## config.mk

```make
export PLATFORM = sky130hd
export DESIGN_NAME = mdtf_ctrl
export DESIGN_NICKNAME = d
export VERILOG_FILES = /design/src/hdl/modulated_delay_tap_filter_defines.svh /design/src/hdl/mdtf_pkg.sv /design/src/hdl/mdtf_ctrl.sv
export SDC_FILE = /design/constraint.sdc
export NUM_CORES = 1
export LEC_CHECK = 0
export BUFFER_PORTS_ARGS = -buffer_cell sky130_fd_sc_hd__clkbuf_2
export CORE_ASPECT_RATIO = 0.7
export CORE_UTILIZATION = 40
export CTS_BUF_LIST = sky130_fd_sc_hd__clkbuf_8
export DETAILED_ROUTE_END_ITERATION = 10
export MAX_ROUTING_LAYER = met4
export PLACE_DENSITY = 0.74
export SLEW_MARGIN = 0
export SYNTH_ARGS = -nofsm -noshare
export SYNTH_HDL_FRONTEND = slang
export SYNTH_SLANG_ARGS = --single-unit
```

## constraint.sdc

```tcl
create_clock -name clk -period 2.41 [get_ports clk]
set_input_delay 0.241 -clock clk [delete_from_list [all_inputs] [get_ports clk]]
set_output_delay 0.241 -clock clk [all_outputs]
set_load 0.05 [all_outputs]
```

## src/hdl/modulated_delay_tap_filter_defines.svh

```systemverilog
// ---------------------------------------------------------------------------
// Modulated delay tap filter assertion macros
// Shared property forms for the concurrent checks of the filter.
// ---------------------------------------------------------------------------
`ifndef MODULATED_DELAY_TAP_FILTER_DEFINES_SVH
`define MODULATED_DELAY_TAP_FILTER_DEFINES_SVH

// Same-cycle implication, sampled on clk, off while arst_n is low.
`define MDTF_ASSERT_NOW(lbl, ante, cons, msg) \
	lbl: assert property (@(posedge clk) disable iff (!arst_n) (ante) |-> (cons)) \
		else $error(msg);

// Next-cycle implication, sampled on clk, off while arst_n is low.
`define MDTF_ASSERT_NEXT(lbl, ante, cons, msg) \
	lbl: assert property (@(posedge clk) disable iff (!arst_n) (ante) |=> (cons)) \
		else $error(msg);

`endif

```

## src/hdl/mdtf_pkg.sv

```systemverilog
// ---------------------------------------------------------------------------
// Modulated delay tap filter package
// Field widths, codes and the command and status bundles between the
// controller and the datapath.
// ---------------------------------------------------------------------------
`default_nettype none

package mdtf_pkg;

	localparam int SAMPLE_W   = 16;
	localparam int LFO_W      = 16;
	localparam int COEF_W     = 16;
	localparam int SLOT_W     = 5;
	localparam int DELAY_W    = 12;
	localparam int PCOUNT_W   = 4;
	localparam int MODE_W     = 2;
	localparam int CFG_IDX_W  = 2;
	localparam int CFG_DATA_W = 12;
	localparam int STRIDE_W   = 13;
	localparam int MUL_W      = 18;
	localparam int PROD_W     = 2 * MUL_W;
	localparam int ACC_W      = 33;
	localparam int ACC_SHIFT  = 14;
	localparam int FRAC_W     = 16;
	localparam int TAP_W      = 2;

	localparam int SAMPLE_MAX = 32767;
	localparam int SAMPLE_MIN = -32768;

	localparam logic FUNC_PROCESS = 1'b0;
	localparam logic FUNC_COEF    = 1'b1;

	localparam logic [TAP_W-1:0] TAP_C0 = 2'd0;
	localparam logic [TAP_W-1:0] TAP_C1 = 2'd1;
	localparam logic [TAP_W-1:0] TAP_C2 = 2'd2;

	typedef enum logic [MODE_W-1:0] {
		MODE_FF,
		MODE_FB,
		MODE_MIX,
		MODE_BYPASS
	} mode_t;

	typedef enum logic [CFG_IDX_W-1:0] {
		CFG_MODE,
		CFG_BASE,
		CFG_DEV,
		CFG_PCOUNT
	} cfg_idx_t;

	typedef enum logic [1:0] {
		MUL_P,
		MUL_STRIDE,
		MUL_INTERP,
		MUL_MAC
	} mul_sel_t;

	typedef struct packed {
		logic             clr_wr;
		logic             load;
		logic             coef_wr;
		logic             mul_en;
		mul_sel_t         mul_sel;
		logic [TAP_W-1:0] tap;
		logic             cap_len;
		logic             cap_kf;
		logic             cap_stride;
		logic             coef_rd_lo;
		logic             coef_rd_hi;
		logic             cap_lo;
		logic             cap_coef;
		logic             div_start;
		logic             div_sel_stride;
		logic             div_step;
		logic             cap_pos;
		logic             cap_idx1;
		logic             cap_idx2;
		logic             ring_wr_x;
		logic             ring_wr_y;
		logic             ring_rd1;
		logic             ring_rd2;
		logic             cap_r1;
		logic             cap_r2;
		logic             acc_en;
		logic             acc_first;
		logic             acc_sub;
		logic             sat_en;
		logic             adv_pos;
		logic             out_load;
	} dp_cmd_t;

	typedef struct packed {
		logic  func;
		mode_t mode;
		logic  clr_last;
		logic  div_last;
	} dp_stat_t;

endpackage

`default_nettype wire

```

## src/hdl/mdtf_ctrl.sv

```systemverilog
// ---------------------------------------------------------------------------
// Modulated delay tap filter controller
// Sequences the ring clear, coefficient interpolation, remainder passes,
// ring accesses and the multiply-accumulate; owns both handshakes.
// ---------------------------------------------------------------------------
`default_nettype none

module mdtf_ctrl
	import mdtf_pkg::*;
(
	input  wire logic     clk,
	input  wire logic     arst_n,
	input  wire logic     in_valid,
	output      logic     in_stall,
	output      logic     out_valid,
	input  wire logic     out_stall,
	input  wire dp_stat_t stat,
	output      dp_cmd_t  cmd
);

	typedef enum logic [4:0] {
		ST_CLEAR,
		ST_IDLE,
		ST_DISPATCH,
		ST_KF,
		ST_STRIDE,
		ST_C_LO,
		ST_C_HI,
		ST_C_MUL,
		ST_C_ACC,
		ST_DPOS_INIT,
		ST_DPOS_RUN,
		ST_DSTR_INIT,
		ST_DSTR_RUN,
		ST_IDX1,
		ST_IDX2,
		ST_WR_X,
		ST_RD1,
		ST_RD2,
		ST_RD3,
		ST_MAC0,
		ST_MAC1,
		ST_MAC2,
		ST_MAC3,
		ST_SAT,
		ST_WR_Y,
		ST_OUT
	} state_t;

	state_t           state_q;
	logic [TAP_W-1:0] tap_q;
	logic             out_free;

	assign out_free = !out_valid || !out_stall;
	assign in_stall = (state_q != ST_IDLE);

	always_ff @(posedge clk or negedge arst_n) begin
		if (!arst_n) begin
			state_q   <= ST_CLEAR;
			tap_q     <= TAP_C0;
			out_valid <= 1'b0;
		end else begin
			if (state_q == ST_OUT && out_free) begin
				out_valid <= 1'b1;
			end else if (!out_stall) begin
				out_valid <= 1'b0;
			end
			unique case (state_q)
				ST_CLEAR: begin
					if (stat.clr_last) begin
						state_q <= ST_IDLE;
					end
				end
				ST_IDLE: begin
					if (in_valid) begin
						state_q <= ST_DISPATCH;
					end
				end
				ST_DISPATCH: begin
					if (stat.func == FUNC_COEF) begin
						state_q <= ST_IDLE;
					end else if (stat.mode == MODE_BYPASS) begin
						state_q <= ST_OUT;
					end else begin
						state_q <= ST_KF;
					end
				end
				ST_KF:     state_q <= ST_STRIDE;
				ST_STRIDE: begin
					tap_q   <= TAP_C0;
					state_q <= ST_C_LO;
				end
				ST_C_LO:   state_q <= ST_C_HI;
				ST_C_HI:   state_q <= ST_C_MUL;
				ST_C_MUL:  state_q <= ST_C_ACC;
				ST_C_ACC: begin
					if (tap_q == TAP_C2) begin
						state_q <= (stat.mode == MODE_MIX) ? ST_MAC0 : ST_DPOS_INIT;
					end else begin
						tap_q   <= tap_q + TAP_W'(1);
						state_q <= ST_C_LO;
					end
				end
				ST_DPOS_INIT: state_q <= ST_DPOS_RUN;
				ST_DPOS_RUN: begin
					if (stat.div_last) begin
						state_q <= ST_DSTR_INIT;
					end
				end
				ST_DSTR_INIT: state_q <= ST_DSTR_RUN;
				ST_DSTR_RUN: begin
					if (stat.div_last) begin
						state_q <= ST_IDX1;
					end
				end
				ST_IDX1: state_q <= ST_IDX2;
				ST_IDX2: state_q <= (stat.mode == MODE_FF) ? ST_WR_X : ST_RD1;
				ST_WR_X: state_q <= ST_RD1;
				ST_RD1:  state_q <= ST_RD2;
				ST_RD2:  state_q <= ST_RD3;
				ST_RD3:  state_q <= ST_MAC0;
				ST_MAC0: state_q <= ST_MAC1;
				ST_MAC1: state_q <= ST_MAC2;
				ST_MAC2: state_q <= (stat.mode == MODE_MIX) ? ST_SAT : ST_MAC3;
				ST_MAC3: state_q <= ST_SAT;
				ST_SAT:  state_q <= (stat.mode == MODE_FB) ? ST_WR_Y : ST_OUT;
				ST_WR_Y: state_q <= ST_OUT;
				ST_OUT: begin
					if (out_free) begin
						state_q <= ST_IDLE;
					end
				end
				default: state_q <= ST_IDLE;
			endcase
		end
	end

	always_comb begin
		cmd     = '0;
		cmd.tap = tap_q;
		unique case (state_q)
			ST_CLEAR: cmd.clr_wr = 1'b1;
			ST_IDLE:  cmd.load   = in_valid;
			ST_DISPATCH: begin
				cmd.coef_wr = (stat.func == FUNC_COEF);
				cmd.mul_en  = (stat.func != FUNC_COEF);
				cmd.mul_sel = MUL_P;
				cmd.cap_len = 1'b1;
			end
			ST_KF: begin
				cmd.cap_kf  = 1'b1;
				cmd.mul_en  = 1'b1;
				cmd.mul_sel = MUL_STRIDE;
			end
			ST_STRIDE: cmd.cap_stride = 1'b1;
			ST_C_LO:   cmd.coef_rd_lo = 1'b1;
			ST_C_HI: begin
				cmd.cap_lo     = 1'b1;
				cmd.coef_rd_hi = 1'b1;
			end
			ST_C_MUL: begin
				cmd.mul_en  = 1'b1;
				cmd.mul_sel = MUL_INTERP;
			end
			ST_C_ACC:     cmd.cap_coef = 1'b1;
			ST_DPOS_INIT: cmd.div_start = 1'b1;
			ST_DPOS_RUN:  cmd.div_step = 1'b1;
			ST_DSTR_INIT: begin
				cmd.cap_pos        = 1'b1;
				cmd.div_start      = 1'b1;
				cmd.div_sel_stride = 1'b1;
			end
			ST_DSTR_RUN: cmd.div_step = 1'b1;
			ST_IDX1:     cmd.cap_idx1 = 1'b1;
			ST_IDX2:     cmd.cap_idx2 = 1'b1;
			ST_WR_X:     cmd.ring_wr_x = 1'b1;
			ST_RD1:      cmd.ring_rd1 = 1'b1;
			ST_RD2: begin
				cmd.cap_r1   = 1'b1;
				cmd.ring_rd2 = 1'b1;
			end
			ST_RD3: cmd.cap_r2 = 1'b1;
			ST_MAC0: begin
				cmd.tap     = TAP_C0;
				cmd.mul_en  = 1'b1;
				cmd.mul_sel = MUL_MAC;
			end
			ST_MAC1: begin
				cmd.tap       = TAP_C1;
				cmd.mul_en    = 1'b1;
				cmd.mul_sel   = MUL_MAC;
				cmd.acc_en    = 1'b1;
				cmd.acc_first = 1'b1;
			end
			ST_MAC2: begin
				cmd.tap     = TAP_C2;
				cmd.mul_en  = (stat.mode != MODE_MIX);
				cmd.mul_sel = MUL_MAC;
				cmd.acc_en  = 1'b1;
				cmd.acc_sub = (stat.mode == MODE_FB);
			end
			ST_MAC3: begin
				cmd.acc_en  = 1'b1;
				cmd.acc_sub = (stat.mode == MODE_FB);
			end
			ST_SAT: begin
				cmd.sat_en  = 1'b1;
				cmd.adv_pos = (stat.mode == MODE_FF);
			end
			ST_WR_Y: begin
				cmd.ring_wr_y = 1'b1;
				cmd.adv_pos   = 1'b1;
			end
			ST_OUT:  cmd.out_load = out_free;
			default: cmd = '0;
		endcase
	end

endmodule

`default_nettype wire

```

# Word-level counts from Yosys, hierarchy flattened
# Index checks and enable logic that the tools add are counted.
# W data, S select, Z words.
# totals
ff_bits,8
latchBits,0
mem_bits_rw,0
romBits,0
inputBits,9
out_inout_bits,35
word_cells,102
memories,0
# op_classes
addsub,1
n_mul,0
div,0
magnitude_cmp,0
n_eq_ne,38
n_shift,0
mux,44
bitwise_logic,1
n_reduce_logical,15
# ops
cell,count
$pmux W5 S26,1
$eq A5 B5 Y1 const B,10
$mux W5,10
$eq A5 B4 Y1 const B,8
$mux W1,26
$reduce_or A23 Y1,1
$eq A5 B3 Y1 const B,4
$pmux W3 S5,1
$ne A2 B2 Y1 const B,7
$eq A5 B2 Y1 const B,2
$reduce_or A2 Y1,4
$eq A2 B2 Y1 const B,3
$mux W2,3
$pmux W2 S3,1
$eq A5 B1 Y1 const B,1
$logic_not A5 Y1,1
$ne A5 B1 Y1 const B,1
$reduce_and A5 Y1,1
$pmux W2 S2,1
$reduce_or A3 Y1,1
$add A2 B1 Y2 const B,1
$eq A2 B1 Y1 const B,1
$logic_not A1 Y1,2
$logic_not A2 Y1,1
7 further kinds,7

# Longest topological paths before layout
# logic_depth
depth_word,4
depth_mapped,7
depth_no_buf,6

# Worst setup path after synthesis
# OpenSTA, ideal clock, no wires.
# synth_timing
path_kind,reg-to-output
startpoint,reg state_q[3]
endpoint,out cmd[20] (netlist name)
arrival_time_ns,2.913
t_required_ns,2.169
slack_ns,-0.744
path_stages_with_launch,6
path_cell_list,dfrtp_1 > buf_2 > buf_2 > buf_1 > nor4_1 > buf_4
# synth_lines
item,line_no,rtl
from (decl),mdtf_ctrl.sv:50,state_t state_q;
from (signal assigned),mdtf_ctrl.sv:98,state_q <= (stat.mode == MODE_MIX) ? ST_MAC0 : ST_DPOS_INIT;
from (signal assigned),mdtf_ctrl.sv:117,ST_IDX2: state_q <= (stat.mode == MODE_FF) ? ST_WR_X : ST_RD1;
to (decl),mdtf_ctrl.sv:18,output dp_cmd_t cmd

==> flow_summary_export.csv <==
group,metric,value,unit
clock_tree,cts.root.buffer_cell,"clkbuf_8",
sta,finalSetupViolations,0,
global_route,grt_max_degree,29,
detailed_routing,via_count,1414,
logic_synthesis,synthMuxAreaShare,1.686,%
cells_and_area,final_nets,219,
power_and_ir_drop,power_leakage,0.6148,nW
global_route,track_usage,22.74,%
placement,placed_cell_area,1408,um2
outcome,outcome,"completed",
clock_tree,htreeDepth,1,
logic_synthesis,synth_area,1187,um2
floorplanning,die-area,3194,um2
cells_and_area,final_util,52.10,%
clock_tree,cts_made_buffers,3,
logic_synthesis,synth_seq_cells,8,
logic_synthesis,ys_async_sr_fraction,100.0,%
clock_tree,cts_buffer_depth,2,
floorplanning,ios,44,
cells_and_area,syn_to_final_growth,22.97,%
logic_synthesis,synth_compound_area_share,28.24,%
setup_path,crit_path_max_fanout,26,
detailed_routing,drtIter0Drc,85,
clock_tree,cts_sinks,8,
setup_path,endpoint_kind,"output port",
clock_tree,path_clk_slew,0.04,ns
flow_run,max-cap-violations,0,
logic_synthesis,ys.flop_type,"dfrtp_1",
detailed_routing,finalWirelength,3371,um
sta,drv_slew,0,
logic_synthesis,synth.net_count,187,
logic_synthesis,synth_edf_count,0,
setup_path,path_class,"flip-flop to output port",
setup_path,crit_chain,"or3_1 > nor3_2 > clkbuf_2",
sta,period_share,95.40,%
global_route,antenna_found_initial,0,
floorplanning,dieWidth,67.12,um
placement,portBuffers,43,
setup_path,critPathLaunchType,"flip-flop",
logic_synthesis,syn_avg_cell_area,6.708,um2
sta,tightest_slew,0.7541,ns
detailed_routing,detail_route.first_pass.iterations,4,
logic_synthesis,yosys.area_share.simple,39.83,%
logic_synthesis,yosysSeqAreaShare,16.86,%
sta,period_needed,2.299,ns
placement,finalWeightedCongestion,0.8855,
cells_and_area,drive_above_1_share,30.92,%
logic_synthesis,synth.area.top_cells,"dfrtp_1, nor2_1, nand2_1",
clock_tree,cts_tree,"built",
floorplanning,core,2803,um2
sta,fin_skew,0.004085,ns
power_and_ir_drop,powerDensity,1550,nW/um2
power_and_ir_drop,finalPower,2.263,mW
sta,max_freq,434.9,MHz
logic_synthesis,synth_top_family_by_area,"simple AND/OR/NAND/NOR gates",
setup_path,worstPathArrival,2.06,ns
floorplanning,num_rows,16,
global_route,grt_pass1_vias,1011,
setup_path,worstPathRequired,2.17,ns
detailed_routing,viasPerCell,5.819,
sta,slew_headroom,49.73,%
cells_and_area,num-fill-cells,286,
logic_synthesis,yosysWarningCount,0,
setup_path,crit_family,"simple AND/OR/NAND/NOR gates",
detailed_routing,ant_nets,0,
sta,finalHoldViolCount,0,
setup_path,max_stage_delay,0.65,ns
global_route,grt-ovfl-total,0,
setup_path,path_buf_inv,1,
min_path,min_path_type,"input port to flip-flop",
setup_path,crit_slowest_cell,"dfrtp_1",
cells_and_area,regArea,201.4,um2
logic_synthesis,yosys.cell_types.count,51,
cells_and_area,antenna_cells,0,
logic_synthesis,syn_inst,177,
placement,dpl.hpwl,2541,um
global_route,grt_pass1_wl,5161,um
logic_synthesis,synth_xor_area_share,0.7376,%
logic_synthesis,synthDominantCellAreaShare,16.86,%
cells_and_area,multi_input_area,867.1,um2
cells_and_area,design_area,1460,um2
sta,rsz0062_at_grt,"false",
logic_synthesis,synth_fa_ha_area_share,1.054,%
power_and_ir_drop,vdd_drop_max,0.6833,mV
clock_tree,clk_latency,0.23,ns
detailed_routing,drc_errors,0,
sta,whs,0.2856,ns
detailed_routing,routedWlPerCell,13.87,um
floorplanning,initial_core_util,42.37,%
logic_synthesis,yosysTopAreaCell,"dfrtp_1",
floorplanning,die_h,47.59,um
[registers in the layout, summed over array words and instances (netlist names)]
name,cells
out_valid,1
state_q,5
tap_q,2
[cells by family (layout without fill, tap and decap cells)]
| group | Yosys count | after routing |
|---|---|---|
| compound gates | 47 | 47 |
| xor+xnor | 1 | 1 |
| fa+ha+maj | 1 | 1 |
| buf+inv | 29 | 59 |
| flops | 8 | 8 |
| mux | 2 | 2 |
| simple gates | 89 | 89 |
[synthesized netlist by cell type, drive strengths merged (2+ instances only)]
cell type,count
and2,2
a31oi,2
nand2,19
clkbuf,4
nand3,2
a32oi,2
o31ai,2
nor4,5
a21oi,12
nor2,22
o21a,2
nor2b,3
dfrtp,8
nor3,13
o211ai,2
nand2b,3
mux2i,2
nand3b,3
buf,19
o32ai,2
inv,6
or3,7
o22a,3
o21ai,10
or3b,3
[path summary, 6_finish.rpt]
path / start / end / slack [ns] / cells past startpoint
max: state_q[2] / cmd[32] / 0.11 / 3
min: out_stall / out_valid / 0.29 / 3
max reg2reg: state_q[2] / state_q[0] / 0.40 / 4
min reg2reg: tap_q[0] / tap_q[0] / 0.54 / 1
max in group asynchronous: arst_n / state_q[1] / 1.82 / 2
min in group asynchronous: arst_n / tap_q[1] / 0.39 / 2
[report_power, final]
part	switching, mW	total (mW)	leakage, nW	internal, mW
combinational	1.20	1.75	0.493	0.546
sequential	0.167	0.357	0.101	0.190
clock	0.0509	0.159	0.0216	0.108
[area by class of cell]
class	instances	share of cell area [%]
Clock buffer	3	2.828
Inverter	6	1.542
Multi-Input combinational cell	140	59.38
Sequential cell	8	13.80
Tap cell	36	3.085
Timing Repair Buffer	50	19.37
[tightest hold or removal path, cell delays in order]
cell and delay (ns):
clkbuf_2 0.10, nand2_1 0.07, nand2_1 0.06
[per-stage QoR]
| step | TNS (ns) | setup slack [ns] | instances |
|---|---|---|---|
| after CTS | 0 | 0.1332 | 243 |
| after detailed placement | 0 | 0.3872 | 239 |
| after global placement | 0 | 0.4213 | 239 |
| final | 0 | 0.1108 | 243 |
| after floorplan | -0.09230 | -0.09230 | 177 |
| after global routing | 0 | 0.02578 | 243 |
[cells in the final DEF, fill, tap and decap left out, types with 3 or more instances in the layout]
| cell | count |
|---|---|
| nand3b_1 | 3 |
| a21oi_1 | 12 |
| dfrtp_1 | 7 |
| nor2b_1 | 3 |
| clkbuf_2 | 43 |
| nor2_1 | 22 |
| nand2b_1 | 3 |
| o22a_1 | 3 |
| buf_4 | 5 |
| nor4_1 | 3 |
| nor3_2 | 3 |
| nor3_1 | 10 |
| o21ai_0 | 10 |
| inv_1 | 6 |
| or3_1 | 7 |
| clkbuf_8 | 3 |
| nand2_1 | 19 |
[metal layers]
metal / GRT usage (%) / vias up / part of all wire (%)
li1: - / 704 / -
met1: 34.18 / 641 / 49
met2: 31.00 / 69 / 41
met3: 5.714 / 0 / 9.9
met4: 1.277 / 0 / 0
met5: - / - / 0
[what timing repair did]
action                                 4_1_cts  5_1_grt
gates resized for setup                      0        1
hold buffers                                 1        0
endpoints found under the hold margin        8        0
setup buffers                                0        0
setup endpoints to repair                    0        1
No activity file was read; power rests on OpenSTA's default activity.
